**src/sv/fgn_pkg.sv**
```systemverilog
`timescale 1ns / 1ps
`default_nettype none
package fgn_pkg;

   localparam int TableSize     = 256;
   localparam int IdxW          = $clog2(TableSize);
   localparam int MaxOctaves    = 8;
   localparam int CoordFracBits = 16;
   localparam int FracDown      = (CoordFracBits >= 16) ? CoordFracBits - 16 : 0;
   localparam int FracUp        = (CoordFracBits < 16) ? 16 - CoordFracBits : 0;
   localparam logic [17:0] OneQ16 = 18'd65536;

   // configuration register indexes
   localparam logic [1:0] CSR_THREE_D     = 2'd0;
   localparam logic [1:0] CSR_OCTAVES     = 2'd1;
   localparam logic [1:0] CSR_PERSISTENCE = 2'd2;
   localparam logic [1:0] CSR_LACUNARITY  = 2'd3;

   localparam logic CMD_LOAD = 1'b0;
   localparam logic CMD_EVAL = 1'b1;

   // table access requested by the sequencer
   typedef struct packed {
      logic            rd_en;
      logic [IdxW-1:0] rd_addr;
      logic            wr_en;
      logic [IdxW-1:0] wr_addr;
      logic [7:0]      wr_data;
   } tbl_req_type;

   typedef enum logic [4:0] {
      ST_IDLE, ST_SCALE_LO, ST_SCALE_HI, ST_SPLIT, ST_FADE1, ST_FADE2, ST_FADE3,
      ST_FADE4, ST_HASH_ISSUE, ST_HASH_WAIT, ST_GRAD, ST_LERP_MUL, ST_LERP_ADD,
      ST_ACC, ST_NEXT, ST_DIV, ST_DONE
   } state_type;

   // 2D gradient: x and z terms
   function automatic logic signed [19:0] grad2(input logic [2:0] h,
         input logic signed [17:0] x, input logic signed [17:0] z);
      logic signed [19:0] xe, ze, r;
      xe = 20'(x);
      ze = 20'(z);
      unique case (h)
         3'd0: r = xe + ze;
         3'd1: r = -xe + ze;
         3'd2: r = xe - ze;
         3'd3: r = -xe - ze;
         3'd4: r = xe;
         3'd5: r = -xe;
         3'd6: r = ze;
         default: r = -ze;
      endcase
      return r;
   endfunction

   // 3D gradient: hash modulo 12 selects the edge direction
   function automatic logic signed [19:0] grad3(input logic [7:0] h,
         input logic signed [17:0] x, input logic signed [17:0] y,
         input logic signed [17:0] z);
      logic signed [19:0] xe, ye, ze, r;
      logic [15:0] q;
      logic [3:0] m;
      xe = 20'(x);
      ye = 20'(y);
      ze = 20'(z);
      // h * 171 >> 11 equals h / 12 for every 8-bit h
      q  = (16'(h) * 16'd171) >> 11;
      m  = 4'(16'(h) - q * 16'd12);
      unique case (m)
         4'd0: r = xe + ye;
         4'd1: r = -xe + ye;
         4'd2: r = xe - ye;
         4'd3: r = -xe - ye;
         4'd4: r = xe + ze;
         4'd5: r = -xe + ze;
         4'd6: r = xe - ze;
         4'd7: r = -xe - ze;
         4'd8: r = ye + ze;
         4'd9: r = -ye + ze;
         4'd10: r = ye - ze;
         default: r = -ye - ze;
      endcase
      return r;
   endfunction

endpackage
`default_nettype wire

```
**src/sv/fgn_table.sv**
```systemverilog
`timescale 1ns / 1ps
`default_nettype none
module fgn_table (
   input  wire                   clock,
   input  fgn_pkg::tbl_req_type  req,
   output logic [7:0]            rd_data
);
   import fgn_pkg::*;

   logic [7:0] mem [TableSize];

   // one write port, one registered read port
   always_ff @(posedge clock) begin
      if (req.wr_en) begin
         mem[req.wr_addr] <= req.wr_data;
      end
      if (req.rd_en) begin
         rd_data <= mem[req.rd_addr];
      end
   end
endmodule
`default_nettype wire

```
**config.mk**
```make
export PLATFORM = sky130hd
export DESIGN_NAME = fgn_table
export DESIGN_NICKNAME = d
export VERILOG_FILES = /design/src/sv/fgn_pkg.sv /design/src/sv/fgn_table.sv
export SDC_FILE = /design/constraint.sdc
export NUM_CORES = 2
export LEC_CHECK = 0
export ABC_CLOCK_PERIOD_IN_PS = 4900
export BUFFER_PORTS_ARGS = -buffer_cell sky130_fd_sc_hd__buf_2
export CORE_MARGIN = 2
export CORE_UTILIZATION = 65
export CTS_CLUSTER_DIAMETER = 200
export DETAILED_ROUTE_END_ITERATION = 10
export PLACE_DENSITY = 0.81
export SLEW_MARGIN = 10
export SYNTH_ARGS = -nofsm -noshare
export SYNTH_HDL_FRONTEND = slang
export SYNTH_SLANG_ARGS = --single-unit
```
**constraint.sdc**
```tcl
create_clock -name clock -period 4.9 [get_ports clock]
set_clock_uncertainty 0.2 [all_clocks]
set_input_delay 0.49 -clock clock [delete_from_list [all_inputs] [get_ports clock]]
set_output_delay 0.49 -clock clock [all_outputs]
set_load 0.02 [all_outputs]
```
==> impl_metrics.json <==
{
  "cts_tree": "done",
  "finalPower_mw": 35.6,
  "cts_root_buffer": "clkbuf_16",
  "grt_usage_pct": 33.0,
  "tightest_slew_ns": 1.38,
  "dieArea_um2": 125000,
  "htree_levels": 4,
  "setup_ws_ns": 1.33,
  "finalNetCount": 3897,
  "tns_ns": 0,
  "dr.first_iter.drc_count": 7286,
  "path_max_fanout": 58,
  "worstSkewPairLatency_ns": 0.81,
  "synthArstFlopShare_pct": 0,
  "ant_nets": 0,
  "synth.distinct_cells": 54,
  "multi_input_area_um2": 16500,
  "synth_top_family_by_area": "multiplexers",
  "wl_per_cell_um": 36.0,
  "routed_wl_mm": 204,
  "dpl.hpwl_mm": 115,
  "hold_path_class": "in -> reg",
  "yosysSeqAreaShare_pct": 77.5,
  "grt_pass1_vias": 41389,
  "core.rowCount": 128,
  "post-route-period-util_pct": 72.9,
  "power_density_nw_per_um2": 405,
  "netlist_instances": 3733,
  "path_cells": "buf_8, buf_12, buf_4, mux4_2, o211ai_1, nand3_1, nor4_1, buf_4, nor4_1",
  "cellLeakagePower_nw": 27.2,
  "synth_compound_area_share_pct": 3.42,
  "gp_congestion": 0.921,
  "period_minus_slack_ns": 3.57,
  "yosys_warnings": 0,
  "portBuffers": 34,
  "drv_cap": 0,
  "syn_area_um2": 79600,
  "fp.dieH_um": 354,
  "crit_buf_inv": 4,
  "vias": 41416,
  "path_delay_family": "buffers and inverters",
  "ys_ff_latch": 2056,
  "cp_data_required_time_ns": 5.19,
  "muxShareOfSynthArea_pct": 14.6,
  "cp-start-kind": "input pin",
  "grt_max_degree": 152,
  "status": "finished clean",
  "regArea_um2": 61700,
  "syn_nets": 3760,
  "drive_gt1_share_pct": 22.3,
  "cp-end-kind": "flop",
  "dr.pass1.iters": 6,
  "syn_avg_cell_area_um2": 21.3,
  "grt_pass1_wl_mm": 293,
  "cts_sinks": 2056,
  "synth-edff-count": 2056,
  "clockBufferDepth": 3,
  "critPathMaxStageDelay_ns": 0.85,
  "start_util_pct": 65.4,
  "synth_area_leaders": "edfxtp_1 78%, mux4_2 13%, mux2i_1 1.7%",
  "ir_drop_uv": 394,
  "numCtsBuffers": 191,
  "core-area_um2": 122000,
  "synthDominantCellAreaShare_pct": 77.5,
  "setup_viol": 0,
  "ys.flop_type": "edfxtp_1",
  "relSlewSlack_pct": 7.86,
  "cts_resized": 0,
  "post_drt_via_cell_ratio": 7.32,
  "synth_top_area_cell": "edfxtp_1",
  "fmax_ghz": 0.280,
  "worstPathArrival_ns": 3.87,
  "finalHoldViolations": 0,
  "overflow": 0,
  "die_w_um": 354,
  "clk_pin_slew_ns": 0.06,
  "critPathKind": "in -> reg",
  "antenna_found_initial": 13,
  "syn_to_final_growth_pct": 10.5,
  "grt_setup_unrepaired": "no",
  "drc_errors": 0,
  "finalMaxSlewViolations": 0,
  "slowest_stage": "nor4_1",
  "dpl_worst_slack_ns": 0.534,
  "synth_xor_area_share_pct": 0,
  "synth_fa_ha_area_share_pct": 0,
  "pin_count": 35,
  "whs_ns": 0.110,
  "synthSimpleGateAreaFrac_pct": 2.63,
  "n_fill_cell": 6435
}
## layer usage
layer	GRT usage, %	wire length, um	up-vias
met4	14.9	10400	16
met2	50.9	97200	3623
met3	8.68	28200	639
li1	-	-	15983
met1	45.1	67900	21155
met5	0	114	-
## Yosys cell counts, drive strengths merged (31+ instances only)
cell	instances
mux2i	134
mux4	456
nand3	34
buf	122
clkbuf	111
nor2	282
a21oi	96
a22oi	133
o221ai	47
edfxtp	2056
nor2b	31
nand2	33
## cell families (layout without fill, tap and decap cells)
| logic type | count (synthesis) | after routing |
|---|---|---|
| flip-flops | 2056 | 2056 |
| other | 0 | 9 |
| multiplexers | 591 | 591 |
| AND/OR/NAND/NOR | 466 | 466 |
| buffers and inverters | 235 | 527 |
| AO/OA/AOI/OAI | 385 | 385 |
## cells in the final DEF, fill, tap and decap left out, types with 8 or more instances in the layout
cell type / n
clkinv_2: 26
nor2_1: 279
nor3_1: 22
a21oi_1: 96
clkbuf_8: 8
diode_2: 9
o22ai_1: 28
buf_4: 112
clkbuf_1: 39
mux4_2: 454
nand2b_1: 8
a221oi_1: 13
nor4_1: 24
clkinv_1: 62
nand3_1: 34
a22o_1: 8
edfxtp_1: 2056
nand2_1: 33
o21ai_0: 10
a22oi_1: 133
clkbuf_16: 197
nor2b_1: 28
bufinv_16: 14
buf_2: 23
a211oi_1: 16
buf_12: 30
o221ai_1: 46
nand4_1: 10
mux2i_1: 134
o211ai_1: 10
## report_power, final
part | total [mW] | internal [mW] | switching, mW
clock network | 14.4 | 8.06 | 6.36
registers | 19.4 | 19.4 | 0.0263
logic | 1.80 | 0.600 | 1.20
total | 35.6 | 28.1 | 7.58
## per-stage QoR
step                utilization [%]  area [um^2]  instances
detailed placement             67.3        82000       5300
CTS                            72.3        88000       5650
floorplan                         -        79600       3733
global placement               67.3        82000       5300
global route                   72.3        88000       5650
finish                         72.3        88000       5659
## worst reg2reg max path: cells and delay by family, from the launching register on
kind,cells,cell delay (ns)
mux,1,0.46
simple gates,2,1.20
flops,1,0.36
compound gates,3,0.82
## cell type report
class | instances | area share [%]
diodes | 9 | 0.0256
multi-input cells | 1442 | 18.7
clock inverters | 112 | 1.02
flip-flops and latches | 2056 | 70.2
inverters | 2 | 0.00853
clock buffers | 236 | 5.77
well taps | 1625 | 2.31
repair buffers | 177 | 1.95
## registers in the layout (all words and copies together) (netlist names)
register  count
mem        2048
rd_data       8
## path summary, 6_finish.rpt
check                         from                   end  slack (ns)  depth (start not counted)
min                         req[1]  mem[66][1]$_DFFE_PP_        0.11                          1
min reg2reg   mem[99][7]$_DFFE_PP_  rd_data[7]$_DFFE_PP_        0.97                          5
max                        req[18]  rd_data[4]$_DFFE_PP_        1.33                          9
max reg2reg  mem[211][3]$_DFFE_PP_  rd_data[3]$_DFFE_PP_        1.52                          6
## timing repair
action	CTS	global route
buffers inserted	0	0
hold buffers	2	0
hold endpoints to repair	18	0
Note: power is estimated with default switching activity, not from simulation.
