===== config.mk =====
export PLATFORM = sky130hd
export DESIGN_NAME = fgn_divider
export DESIGN_NICKNAME = d
export VERILOG_FILES = /design/src/sv/fgn_pkg.sv /design/src/sv/fgn_divider.sv
export SDC_FILE = /design/constraint.sdc
export NUM_CORES = 1
export LEC_CHECK = 0
export BUFFER_PORTS_ARGS = -buffer_cell sky130_fd_sc_hd__clkbuf_2
export CAP_MARGIN = 30
export CORE_MARGIN = 1
export CORE_UTILIZATION = 31
export CTS_CLUSTER_SIZE = 30
export DETAILED_ROUTE_END_ITERATION = 12
export PLACE_DENSITY = 0.51
export SYNTH_ARGS = -nofsm -noshare
export SYNTH_HDL_FRONTEND = slang
export SYNTH_SLANG_ARGS = --single-unit

===== constraint.sdc =====
create_clock -name clock -period 3.24 [get_ports clock]
set_clock_uncertainty 0.1 [all_clocks]
set_input_delay 0.162 -clock clock [delete_from_list [all_inputs] [get_ports clock]]
set_output_delay 0.162 -clock clock [all_outputs]
set_load 0.1 [all_outputs]

===== src/sv/fgn_pkg.sv =====
`timescale 1ns / 1ps
`default_nettype none
package fgn_pkg;

   localparam int TableSize     = 256;
   localparam int IdxW          = $clog2(TableSize);
   localparam int MaxOctaves    = 8;
   localparam int CoordFracBits = 16;
   localparam int FracDown      = (CoordFracBits >= 16) ? CoordFracBits - 16 : 0;
   localparam int FracUp        = (CoordFracBits < 16) ? 16 - CoordFracBits : 0;
   localparam logic [17:0] OneQ16 = 18'd65536;

   // configuration register indexes
   localparam logic [1:0] CSR_THREE_D     = 2'd0;
   localparam logic [1:0] CSR_OCTAVES     = 2'd1;
   localparam logic [1:0] CSR_PERSISTENCE = 2'd2;
   localparam logic [1:0] CSR_LACUNARITY  = 2'd3;

   localparam logic CMD_LOAD = 1'b0;
   localparam logic CMD_EVAL = 1'b1;

   // table access requested by the sequencer
   typedef struct packed {
      logic            rd_en;
      logic [IdxW-1:0] rd_addr;
      logic            wr_en;
      logic [IdxW-1:0] wr_addr;
      logic [7:0]      wr_data;
   } tbl_req_type;

   typedef enum logic [4:0] {
      ST_IDLE, ST_SCALE_LO, ST_SCALE_HI, ST_SPLIT, ST_FADE1, ST_FADE2, ST_FADE3,
      ST_FADE4, ST_HASH_ISSUE, ST_HASH_WAIT, ST_GRAD, ST_LERP_MUL, ST_LERP_ADD,
      ST_ACC, ST_NEXT, ST_DIV, ST_DONE
   } state_type;

   // 2D gradient: x and z terms
   function automatic logic signed [19:0] grad2(input logic [2:0] h,
         input logic signed [17:0] x, input logic signed [17:0] z);
      logic signed [19:0] xe, ze, r;
      xe = 20'(x);
      ze = 20'(z);
      unique case (h)
         3'd0: r = xe + ze;
         3'd1: r = -xe + ze;
         3'd2: r = xe - ze;
         3'd3: r = -xe - ze;
         3'd4: r = xe;
         3'd5: r = -xe;
         3'd6: r = ze;
         default: r = -ze;
      endcase
      return r;
   endfunction

   // 3D gradient: hash modulo 12 selects the edge direction
   function automatic logic signed [19:0] grad3(input logic [7:0] h,
         input logic signed [17:0] x, input logic signed [17:0] y,
         input logic signed [17:0] z);
      logic signed [19:0] xe, ye, ze, r;
      logic [15:0] q;
      logic [3:0] m;
      xe = 20'(x);
      ye = 20'(y);
      ze = 20'(z);
      // h * 171 >> 11 equals h / 12 for every 8-bit h
      q  = (16'(h) * 16'd171) >> 11;
      m  = 4'(16'(h) - q * 16'd12);
      unique case (m)
         4'd0: r = xe + ye;
         4'd1: r = -xe + ye;
         4'd2: r = xe - ye;
         4'd3: r = -xe - ye;
         4'd4: r = xe + ze;
         4'd5: r = -xe + ze;
         4'd6: r = xe - ze;
         4'd7: r = -xe - ze;
         4'd8: r = ye + ze;
         4'd9: r = -ye + ze;
         4'd10: r = ye - ze;
         default: r = -ye - ze;
      endcase
      return r;
   endfunction

endpackage
`default_nettype wire


===== src/sv/fgn_divider.sv =====
`timescale 1ns / 1ps
`default_nettype none
// Restoring divider for the final normalization: |num| / den, one bit per cycle.
module fgn_divider (
   input  wire          clock,
   input  wire          reset,
   input  wire          start,
   input  wire [52:0]   num,
   input  wire [21:0]   den,
   output logic         done,
   output logic [52:0]  quot
);
   import fgn_pkg::*;

   logic [52:0] q_ff, q_in;
   logic [22:0] r_ff, r_in;
   logic [5:0]  cnt_ff, cnt_in;
   logic        run_ff, run_in;
   logic [22:0] trial;

   always_comb begin
      q_in   = q_ff;
      r_in   = r_ff;
      cnt_in = cnt_ff;
      run_in = run_ff;
      done   = 1'b0;
      trial  = {r_ff[21:0], q_ff[52]};
      if (start) begin
         q_in   = num;
         r_in   = '0;
         cnt_in = 6'd53;
         run_in = 1'b1;
      end else if (run_ff) begin
         if (trial >= {1'b0, den}) begin
            r_in = trial - {1'b0, den};
            q_in = {q_ff[51:0], 1'b1};
         end else begin
            r_in = trial;
            q_in = {q_ff[51:0], 1'b0};
         end
         cnt_in = cnt_ff - 6'd1;
         if (cnt_ff == 6'd1) begin
            run_in = 1'b0;
            done   = 1'b1;
         end
      end
   end

   always_ff @(posedge clock) begin
      if (reset) begin
         run_ff <= 1'b0;
         cnt_ff <= '0;
      end else begin
         run_ff <= run_in;
         cnt_ff <= cnt_in;
      end
      q_ff <= q_in;
      r_ff <= r_in;
   end

   assign quot = q_in;
endmodule
`default_nettype wire


==> flow_metrics.py, run 1 <==
metrics = {
    "outcome": {
        "status": "finished, final reports clean",
    },
    "synth": {
        "ys.flop_type": "dfxtp_1",
        "synth_cells": 558,
        "synth_nets": 661,
        "yosys_warnings": 0,
        "synth_top_area_frac": 0.3546,
        "synth-edff-count": 0,
        "ys_ff_latch": 82,
        "synth.area.top_cells": "dfxtp_1 35%, mux2i_1 14%, o21ai_0 7.9%, ha_1 6.5%, nand2_1 6.1%",
        "ys_async_sr_fraction": 0,
        "ys_types": 48,
        "synth_area_leader_cell": "dfxtp_1",
        "syn_area_per_cell_sq_um": 8.296,
        "synth_seq_area_share": 0.3546,
        "synth_area_sq_um": 4629,
    },
    "clocking": {
        "cts.sinks": 82,
        "clk_pin_slew_worst_paths_ns": 0.07,
        "cts-root-buf": "clkbuf_16",
        "clock_latency_ns": 0.34,
        "cts_buffers": 9,
        "cts_tree": "yes",
        "cts_buffer_depth": 2,
        "cts_max_level": 3,
    },
    "critical_path": {
        "crit_fanout": 10,
        "critPathArrivalTime_ns": 2.78,
        "required_ns": 2.98,
        "r2r_cells": 12,
        "crit_type": "reg2out",
        "worstSetupEndpointType": "output pin",
        "cp-start-kind": "register",
    },
    "floorplanning": {
        "die_y_um": 124.2,
        "die_w_um": 124.2,
        "core-area_sq_um": 14530,
        "rows": 44,
        "start_util": 0.3185,
        "die_area_sq_um": 15430,
        "ios": 132,
    },
    "worst_hold_path": {
        "hold_path.class": "in2reg",
        "min_delay_path_depth": 3,
    },
    "detailed_routing": {
        "routed_via_density": 4.843,
        "wl_per_cell_um": 12.98,
        "vias": 4465,
        "first_iter_violations": 162,
        "dr.pass1.iters": 6,
        "wl_um": 11970,
        "ant_nets": 0,
        "remaining_drc_errors": 0,
    },
    "sta": {
        "final.min_clock_period_ns": 3.040,
        "slew_headroom": 0.3794,
        "tightestPinTransition_ns": 0.9309,
        "tns_ns": 0,
        "hold_viol": 0,
        "fmax_mhz": 329.0,
        "fin_crit_sh": 0.9383,
        "fin_hold_ws_ns": 0.02186,
        "setup_viol": 0,
        "finalMaxSlewViolations": 0,
        "rsz0062_at_grt": "no",
    },
    "place": {
        "dpl.hpwl_um": 8382,
        "io_buffers": 131,
        "place.gp.congestion": 0.8720,
    },
    "cells_and_area": {
        "antenna_cells": 0,
        "ff_latch_area_sq_um": 1645,
        "drive_above_1_share": 0.2290,
        "area_growth_pct": 38.38,
        "fillers": 1449,
        "multi_input_area_sq_um": 2773,
        "num-nets-final": 836,
    },
    "power": {
        "leakage_nw": 2.938,
        "peakVddDrop_mv": 0.3033,
        "p_per_area_nw_per_um2": 578.8,
    },
    "global_routing": {
        "grt_usage": 0.1560,
        "grt_start_max_net_pins": 109,
        "grt_antenna_before_repair": 0,
        "overflow": 0,
        "grt_pass1_vias": 4333,
        "grt_first_pass_wirelength_um": 20010,
    },
    "job": {
        "drv_cap": 0,
    },
}
==> per-layer routing <==
layer | wire (um) | part of all wire | GRT usage | vias up
met5 | 0 | 0 | 0 | -
met4 | 36 | 0.0030 | 0.03685 | 0
met3 | 743 | 0.062 | 0.04353 | 4
met2 | 5808 | 0.49 | 0.2678 | 115
met1 | 5378 | 0.45 | 0.1914 | 2026
li1 | - | - | - | 2320
==> cells in the mapped netlist, types with 5 or more instances <==
master and number:
xor2_1 8, a211oi_1 10, nand4_1 5, a21oi_1 19, a311oi_1 11, ha_1 24
inv_1 29, o21ai_0 73, a31oi_1 6, nand3_1 9, clkbuf_1 21, a21o_1 6
xnor2_1 15, mux2i_1 63, nand2_1 75, o21bai_1 5, nor2_1 44, buf_1 8
dfxtp_1 82, nor2b_1 6
==> critical path, cell delays in order, from the launching register on <==
cell      delay [ns]
dfxtp_1         0.33
ha_1            0.40
a21oi_1         0.19
o21ai_0         0.14
a41oi_1         0.27
nand3_1         0.16
a311oi_4        0.35
nor2_4          0.10
mux2i_1         0.18
o21ai_2         0.09
buf_12          0.21
==> through the flow <==
stage	std cells	worst slack, ns	total power [mW]	util	instance area [sq um]
2_1_floorplan	558	0.1500	2.251	-	4633
3_3_place_gp	849	0.2204	2.495	0.3776	5488
3_5_place_dp	849	0.1577	2.504	0.3776	5488
4_1_cts	918	0.07626	3.734	0.4372	6354
5_1_grt	922	0.007102	3.903	0.4408	6406
6_report	922	0.2000	3.708	0.4408	6406
==> report_power, final <==
group	switching (mW)	leakage [nW]	internal, mW
combinational	0.967	2.09	0.393
sequential	0.0714	0.686	1.12
clock	0.455	0.161	0.706
total	1.49	2.94	2.21
==> area by class of cell <==
type                    count  share of cell area
multi-input cells         414              0.4328
flip-flops and latches     82              0.2568
repair buffers            197              0.2051
clock buffers              10             0.03730
well taps                 184             0.03594
inverters                  29             0.01699
clock inverters             6             0.01504
==> what timing repair did <==
action,CTS,global route
setup endpoints to repair,0,3
buffers inserted,0,4
gates resized for setup,0,2
hold buffers,53,0
hold endpoints to repair,58,0
==> worst paths after layout <==
path | start | end | slack [ns]
worst max-delay path | r_ff[17] | quot[0] | 0.20
worst min-delay path | num[52] | q_ff[52] | 0.02
worst max register to register | q_ff[52] | r_ff[20] | 0.23
worst min register to register | cnt_ff[1] | cnt_ff[1] | 0.40
==> cells in the final DEF, fill, tap and decap left out, types with 3 or more instances in the layout <==
| cell | instances |
|---|---|
| nor2_1 | 44 |
| a21oi_1 | 19 |
| mux2i_1 | 63 |
| a21o_1 | 6 |
| nand3_1 | 9 |
| dfxtp_1 | 81 |
| clkbuf_2 | 129 |
| o21bai_1 | 5 |
| a211oi_1 | 10 |
| a311oi_1 | 11 |
| dlygate4sd3_1 | 53 |
| o21ai_0 | 20 |
| nand2_1 | 75 |
| nor3_1 | 4 |
| ha_1 | 24 |
| o31ai_1 | 3 |
| xnor2_1 | 15 |
| clkbuf_16 | 9 |
| inv_1 | 29 |
| o21ai_1 | 52 |
| nand4_1 | 5 |
| nor2b_1 | 6 |
| xor2_1 | 8 |
| buf_4 | 13 |
| a31oi_1 | 6 |
==> registers in the layout, summed over array words and instances (netlist names) <==
signal	cells
q_ff	53
r_ff	22
cnt_ff	6
run_ff	1
==> cell families (layout without fill, tap and decap cells) <==
group | after synthesis | in the layout | synth area share
simple gates | 158 | 158 | 0.1500
xor+xnor | 23 | 23 | 0.04351
compound gates | 144 | 144 | 0.1908
mux | 64 | 64 | 0.1386
buf+inv | 62 | 242 | 0.05324
fa+ha+maj | 25 | 25 | 0.06919
flops | 82 | 82 | 0.3546
No activity file was read; power rests on OpenSTA's default activity.
==> run 2: changes to the inputs <==
Settings changed: CTS_CLUSTER_SIZE 30 to 24, REMOVE_ABC_BUFFERS set to 1.
==> run 2 against run 1 <==
Against the previous run: the run now ends with negative hold slack left; clock power is 6% lower; register-to-register slack better by 0.04 ns; via count is 1.2% lower; critical path depth stayed put; sequential share of layout area is 0.11 points higher; first-iteration DRC count is 42% higher; cell count is 0.33% lower; sequential power hardly changed; critical endpoint unchanged; highest routed layer unchanged.
==> flow_metrics.py, run 2 (synthesis gave the netlist of run 1 again) <==
metrics = {
    "clocking": {
        "cts.sinks": 82,
        "cts_setup_buffers": 0,
        "cts_max_level": 3,
        "cts_buffer_depth": 2,
        "clk_pin_slew_worst_paths_ns": 0.07,
        "cts-root-buf": "clkbuf_16",
        "cts_buffers": 9,
        "clock_latency_ns": 0.34,
        "cts_tree": "yes",
    },
    "sta": {
        "tightestPinTransition_ns": 0.8927,
        "rsz0062_at_grt": "no",
        "slew_headroom": 0.4049,
        "fin_crit_sh": 0.9361,
        "finalMaxSlewViolations": 0,
        "fin_ws_ns": 0.2071,
        "hold_viol": 1,
        "fin_hold_ws_ns": -0.008897,
        "final.min_clock_period_ns": 3.033,
        "tns_ns": 0,
        "fmax_mhz": 329.7,
        "setup_viol": 0,
    },
    "cells_and_area": {
        "drive_above_1_share": 0.2286,
        "area_growth_pct": 37.81,
        "largest_reg_flops": 53,
        "largestRegisters": "q_ff: 53 flops, r_ff: 22 flops, cnt_ff: 6 flops",
        "num-nets-final": 833,
        "largest-register": "q_ff",
        "antenna_cells": 0,
        "final_common_cell": "clkbuf_2",
        "post-route-util": 0.4390,
        "fillers": 1472,
        "final_cell_mix": "129 x clkbuf_2, 81 x dfxtp_1, 75 x nand2_1",
        "ff_latch_area_sq_um": 1645,
        "multi_input_area_sq_um": 2786,
    },
    "place": {
        "pre_cts_ws_ns": 0.1735,
        "io_buffers": 131,
        "place.gp.congestion": 0.8723,
        "dpl.hpwl_um": 8308,
    },
    "power": {
        "finalPower_mw": 3.618,
        "p_per_area_nw_per_um2": 567.1,
        "peakVddDrop_mv": 0.4445,
        "leakage_nw": 2.916,
    },
    "detailed_routing": {
        "routed_via_density": 4.800,
        "first_iter_violations": 230,
        "wl_per_cell_um": 12.99,
        "dr.pass1.iters": 4,
        "vias": 4411,
        "ant_nets": 0,
        "wl_um": 11940,
        "remaining_drc_errors": 0,
    },
    "critical_path": {
        "crit_fanout": 10,
        "cp-start-kind": "register",
        "worstSetupEndpointType": "output pin",
        "critPathArrivalTime_ns": 2.77,
        "required_ns": 2.98,
        "r2r_slack_ns": 0.27,
        "crit_type": "reg2out",
    },
    "floorplanning": {
        "rows": 44,
        "ios": 132,
        "core-area_sq_um": 14530,
        "die_area_sq_um": 15430,
        "die_w_um": 124.2,
        "start_util": 0.3185,
        "die_y_um": 124.2,
    },
    "job": {
        "drv_cap": 0,
    },
    "outcome": {
        "status": "complete, but fails checks",
        "violations": "negative hold slack",
    },
    "global_routing": {
        "grt_start_max_net_pins": 111,
        "grt_pass1_vias": 4312,
        "grt_usage": 0.1549,
        "grt_antenna_before_repair": 0,
        "grt_first_pass_wirelength_um": 19860,
        "overflow": 0,
    },
    "worst_hold_path": {
        "hold_path.class": "in2reg",
    },
}
-- run 2: layout make-up --
type	instances	share of cell area
inverter	29	0.01706
sequential	82	0.2579
tap	184	0.03609
clock inverter	7	0.01451
clock buffer	9	0.03530
timing repair buffer	194	0.2024
multi-input combinational	414	0.4368
-- run 2: layer usage --
layer  vias up  wire length [um]  track usage  part of all wire
li1       2315                 -            -                 -
met5         -                 0            0                 0
met2       114              5575       0.2590              0.47
met4         0               140      0.03969             0.012
met3        13               688      0.05216             0.058
met1      1969              5533       0.1891              0.46
-- run 2: worst paths after layout --
path / start / end / cells after the start
worst max register to register: q_ff[52] / r_ff[18] / 12
worst min-delay path: num[0] / q_ff[0] / 3
worst min register to register: r_ff[16] / r_ff[16] / 2
worst max-delay path: r_ff[17] / quot[0] / 10
-- run 2: timing repair --
| item | in CTS | in global routing |
|---|---|---|
| hold buffers | 53 | 0 |
| resized for setup | 0 | 6 |
| hold endpoints to repair | 58 | 0 |
| endpoints found under the setup margin | 0 | 3 |
-- run 2: worst max-delay path, cell delays in order, from the launching register on --
cell,delay [ns]
dfxtp_1,0.33
ha_1,0.41
a21oi_1,0.18
o21ai_0,0.15
a41oi_2,0.23
nand3_1,0.15
a311oi_4,0.37
nor2_4,0.12
mux2i_1,0.18
o21ai_2,0.09
buf_12,0.21
-- run 2: through the flow --
| step | area (sq um) | instances |
|---|---|---|
| 6_report | 6380 | 919 |
| 5_1_grt | 6380 | 919 |
| 4_1_cts | 6340 | 919 |
| 3_5_place_dp | 5492 | 850 |
| 3_3_place_gp | 5492 | 850 |
| 2_1_floorplan | 4492 | 525 |
-- run 2: where the power goes --
part	switching [mW]	total (mW)	internal, mW
clock	0.469	1.09	0.621
combinational	0.956	1.34	0.383
sequential	0.0741	1.19	1.12
total	1.50	3.62	2.12
==> run 3: changes to the inputs <==
--- a/config.mk
+++ b/config.mk
@@ -7,2 +7,3 @@
 export LEC_CHECK = 0
+export ABC_AREA = 1
 export BUFFER_PORTS_ARGS = -buffer_cell sky130_fd_sc_hd__clkbuf_2
@@ -13,3 +14,3 @@
 export DETAILED_ROUTE_END_ITERATION = 12
-export PLACE_DENSITY = 0.51
+export PLACE_DENSITY = 0.5
 export REMOVE_ABC_BUFFERS = 1
==> constraint.sdc (replaced) <==
create_clock -name clock -period 3.24 [get_ports clock]
set_clock_uncertainty 0.1 [all_clocks]
set_input_delay 0.972 -clock clock [delete_from_list [all_inputs] [get_ports clock]]
set_output_delay 0.972 -clock clock [all_outputs]
set_load 0.1 [all_outputs]
==> run 3 against run 2 <==
Against the previous run: the run ends with negative setup slack left; via count up 40%; worst setup slack worse by 0.49 ns; count of clock-buffer cells in the layout up 2; sequential share of layout area down 7.6 points; clock power about the same; power up 4.0%; synthesized cell count up 50%; global-route usage up 5.5 points; fmax down 14%; register-to-register slack worse by 0.10 ns; wire length up 49%; sequential cell count unchanged; largest cell class unchanged.
==> flow_metrics.py, run 3 <==
metrics = {
    "cells_and_area": {
        "area_growth_pct": 73.89,
        "fillers": 1525,
        "multi_input_area_sq_um": 3495,
        "num-nets-final": 1217,
        "antenna_cells": 0,
        "final_cell_mix": "203 x nand2_1, 167 x buf_4, 103 x o21ai_0",
        "ff_latch_area_sq_um": 1643,
        "fin_area_sq_um": 9025,
        "drive_above_1_share": 0.3807,
        "largest_reg_flops": 53,
        "largestRegisters": "q_ff: 53 flops, r_ff: 22 flops, cnt_ff: 6 flops",
        "final_common_cell": "nand2_1",
        "largest-register": "q_ff",
    },
    "power": {
        "comb_power_share": 0.408,
        "leakage_nw": 4.554,
        "p_switching_mw": 1.427,
        "p_int_mw": 2.337,
        "p_clk_frac": 0.291,
        "peakVddDrop_mv": 0.3391,
        "power_frac_seq": 0.302,
        "p_per_area_nw_per_um2": 417.0,
        "switching_share": 0.3791,
    },
    "critical_path": {
        "required_ns": 2.17,
        "crit_type": "in2out",
        "cp-start-kind": "input pin",
        "crit_fanout": 5,
        "critPathArrivalTime_ns": 2.45,
        "worstSetupEndpointType": "output pin",
    },
    "global_routing": {
        "grt_antenna_before_repair": 0,
        "grt_start_max_net_pins": 96,
        "grt_pass1_vias": 6031,
        "overflow": 0,
        "grt_first_pass_wirelength_um": 29350,
        "grt_usage": 0.2096,
    },
    "synth": {
        "yosys.area_share.simple": 0.3503,
        "ys_async_sr_fraction": 0,
        "ys.flop_type": "dfxtp_1",
        "yosys_warnings": 0,
        "synth_top_area_frac": 0.3163,
        "synth_area_sq_um": 5190,
        "synth_cells": 837,
        "synth_compound_area_frac": 0.1425,
        "synthXorXnorAreaFrac": 0.01519,
        "synthMuxAreaShare": 0,
        "synth_area_leader_cell": "dfxtp_1",
        "synth_commonest_cells": "228 x nand2_1, 108 x o21ai_0, 106 x inv_1",
        "ys_ff_latch": 82,
        "synth.area.top_cells": "dfxtp_1 32%, nand2_1 16%, o21ai_0 10%, inv_1 7.7%, nor2_1 7.1%",
        "synthAdderAreaFrac": 0.06172,
        "synth.most_common_cell": "nand2_1",
        "synth_seq_area_share": 0.3163,
        "ys_types": 33,
        "syn_area_per_cell_sq_um": 6.201,
        "synth-edff-count": 0,
        "synth_top_family_by_area": "simple AND/OR/NAND/NOR gates",
    },
    "place": {
        "place_area_sq_um": 7796,
        "place.gp.congestion": 0.8255,
        "dpl.hpwl_um": 12160,
        "io_buffers": 131,
        "pre_cts_ws_ns": -0.5221,
    },
    "clocking": {
        "cts.sinks": 82,
        "cts_max_level": 3,
        "clk_pin_slew_worst_paths_ns": 0.06,
        "hold_buffers": 0,
        "cts-root-buf": "clkbuf_16",
        "cts_tree": "yes",
        "cts_buffers": 9,
        "cts_buffer_depth": 2,
        "clock_latency_ns": 0.35,
    },
    "sta": {
        "slew_headroom": 0.6759,
        "hold_viol": 0,
        "fin_crit_sh": 1.087,
        "fin_hold_ws_ns": 0.3992,
        "setup_viol": 2,
        "rsz0062_at_grt": "yes",
        "tightestPinTransition_ns": 0.4855,
        "fin_ws_ns": -0.2822,
        "fmax_mhz": 283.9,
        "final.min_clock_period_ns": 3.522,
        "finalMaxSlewViolations": 0,
    },
    "detailed_routing": {
        "first_iter_violations": 270,
        "wl_per_cell_um": 13.37,
        "dr.pass1.iters": 5,
        "ant_nets": 0,
        "remaining_drc_errors": 0,
        "wl_um": 17850,
        "vias": 6190,
        "routed_via_density": 4.637,
    },
    "floorplanning": {
        "die_y_um": 131.4,
        "rows": 46,
        "die_area_sq_um": 17260,
        "core-area_sq_um": 16120,
        "ios": 132,
        "die_w_um": 131.4,
        "start_util": 0.3220,
    },
    "worst_hold_path": {
        "hold_path.class": "reg2reg",
    },
    "job": {
        "drv_cap": 0,
    },
    "outcome": {
        "status": "complete, but fails checks",
        "violations": "negative setup slack",
    },
}
run 3: cell count changes after synthesis, sizes merged, moves of 12 or more:
cell	previous run	this run
o21ai	73	110
nand2	75	235
a311oi	12	0
mux2i	63	0
xnor2	15	1
nor2	45	103
nand3	10	60
nand4	5	21
inv	29	109
run 3: layout make-up:
type | count | area share
clock inverter | 5 | 0.006655
timing repair buffer | 304 | 0.3194
sequential | 82 | 0.1820
clock buffer | 11 | 0.02800
multi-input combinational | 608 | 0.3872
tap | 216 | 0.02995
inverter | 109 | 0.04672
run 3: per-stage QoR:
step | instances | total power [mW] | TNS [ns] | util
6_report | 1335 | 3.764 | -0.4622 | 0.5600
5_1_grt | 1335 | 3.941 | -0.6839 | 0.5600
4_1_cts | 1322 | 3.763 | -0.5017 | 0.5374
3_5_place_dp | 1281 | 2.597 | -0.5342 | 0.4838
3_3_place_gp | 1281 | 2.599 | -0.5087 | 0.4838
2_1_floorplan | 799 | 1.939 | -231.79 | -
run 3: layer usage:
layer	GRT usage	vias to the layer above	wire (um)
li1	-	3227	-
met1	0.2452	2791	7659
met2	0.3522	155	8508
met3	0.08179	17	1455
met4	0.06072	0	225
met5	0	-	0
run 3: cells by family (layout without fill, tap and decap cells):
group	after synthesis	after routing
AND/OR/NAND/NOR	431	431
buffers and inverters	147	429
AO/OA/AOI/OAI	143	143
flip-flops	82	82
adder cells (fa/ha/maj)	25	25
XOR/XNOR	9	9
run 3: path summary, 6_finish.rpt:
path / start / slack (ns) / cells past startpoint / to
min reg2reg: cnt_ff[1] / 0.40 / 2 / cnt_ff[1]
max reg2reg: r_ff[13] / 0.17 / 23 / r_ff[19]
min: cnt_ff[1] / 0.40 / 2 / cnt_ff[1]
max: den[14] / -0.28 / 14 / quot[0]
run 3: timing repair:
action                                  4_1_cts  5_1_grt
pin swaps                                    26       56
gates cloned                                  0        0
endpoints found under the setup margin        4       30
gates resized for setup                      63       81
buffers inserted                             25       14
run 3: critical path, stage by stage:
cell and delay, ns:
buf_6 0.07, inv_4 0.03, ha_4 0.30, nand2_4 0.07, nor2_4 0.12, inv_2 0.06
nor2_4 0.11, nand2_2 0.09, nand2_4 0.08, nand2_4 0.05, nand2_4 0.08, nor2_4 0.05
o21ai_4 0.16, buf_12 0.20
run 3: power by group through the flow:
stage / clock [mW] / combinational (mW) / sequential, mW
after global placement: 0 / 1.44 / 1.16
after detailed placement: 0 / 1.44 / 1.16
after floorplan: 0 / 0.775 / 1.16
final: 1.09 / 1.53 / 1.14
after CTS: 1.13 / 1.50 / 1.13
after global routing: 1.18 / 1.62 / 1.15
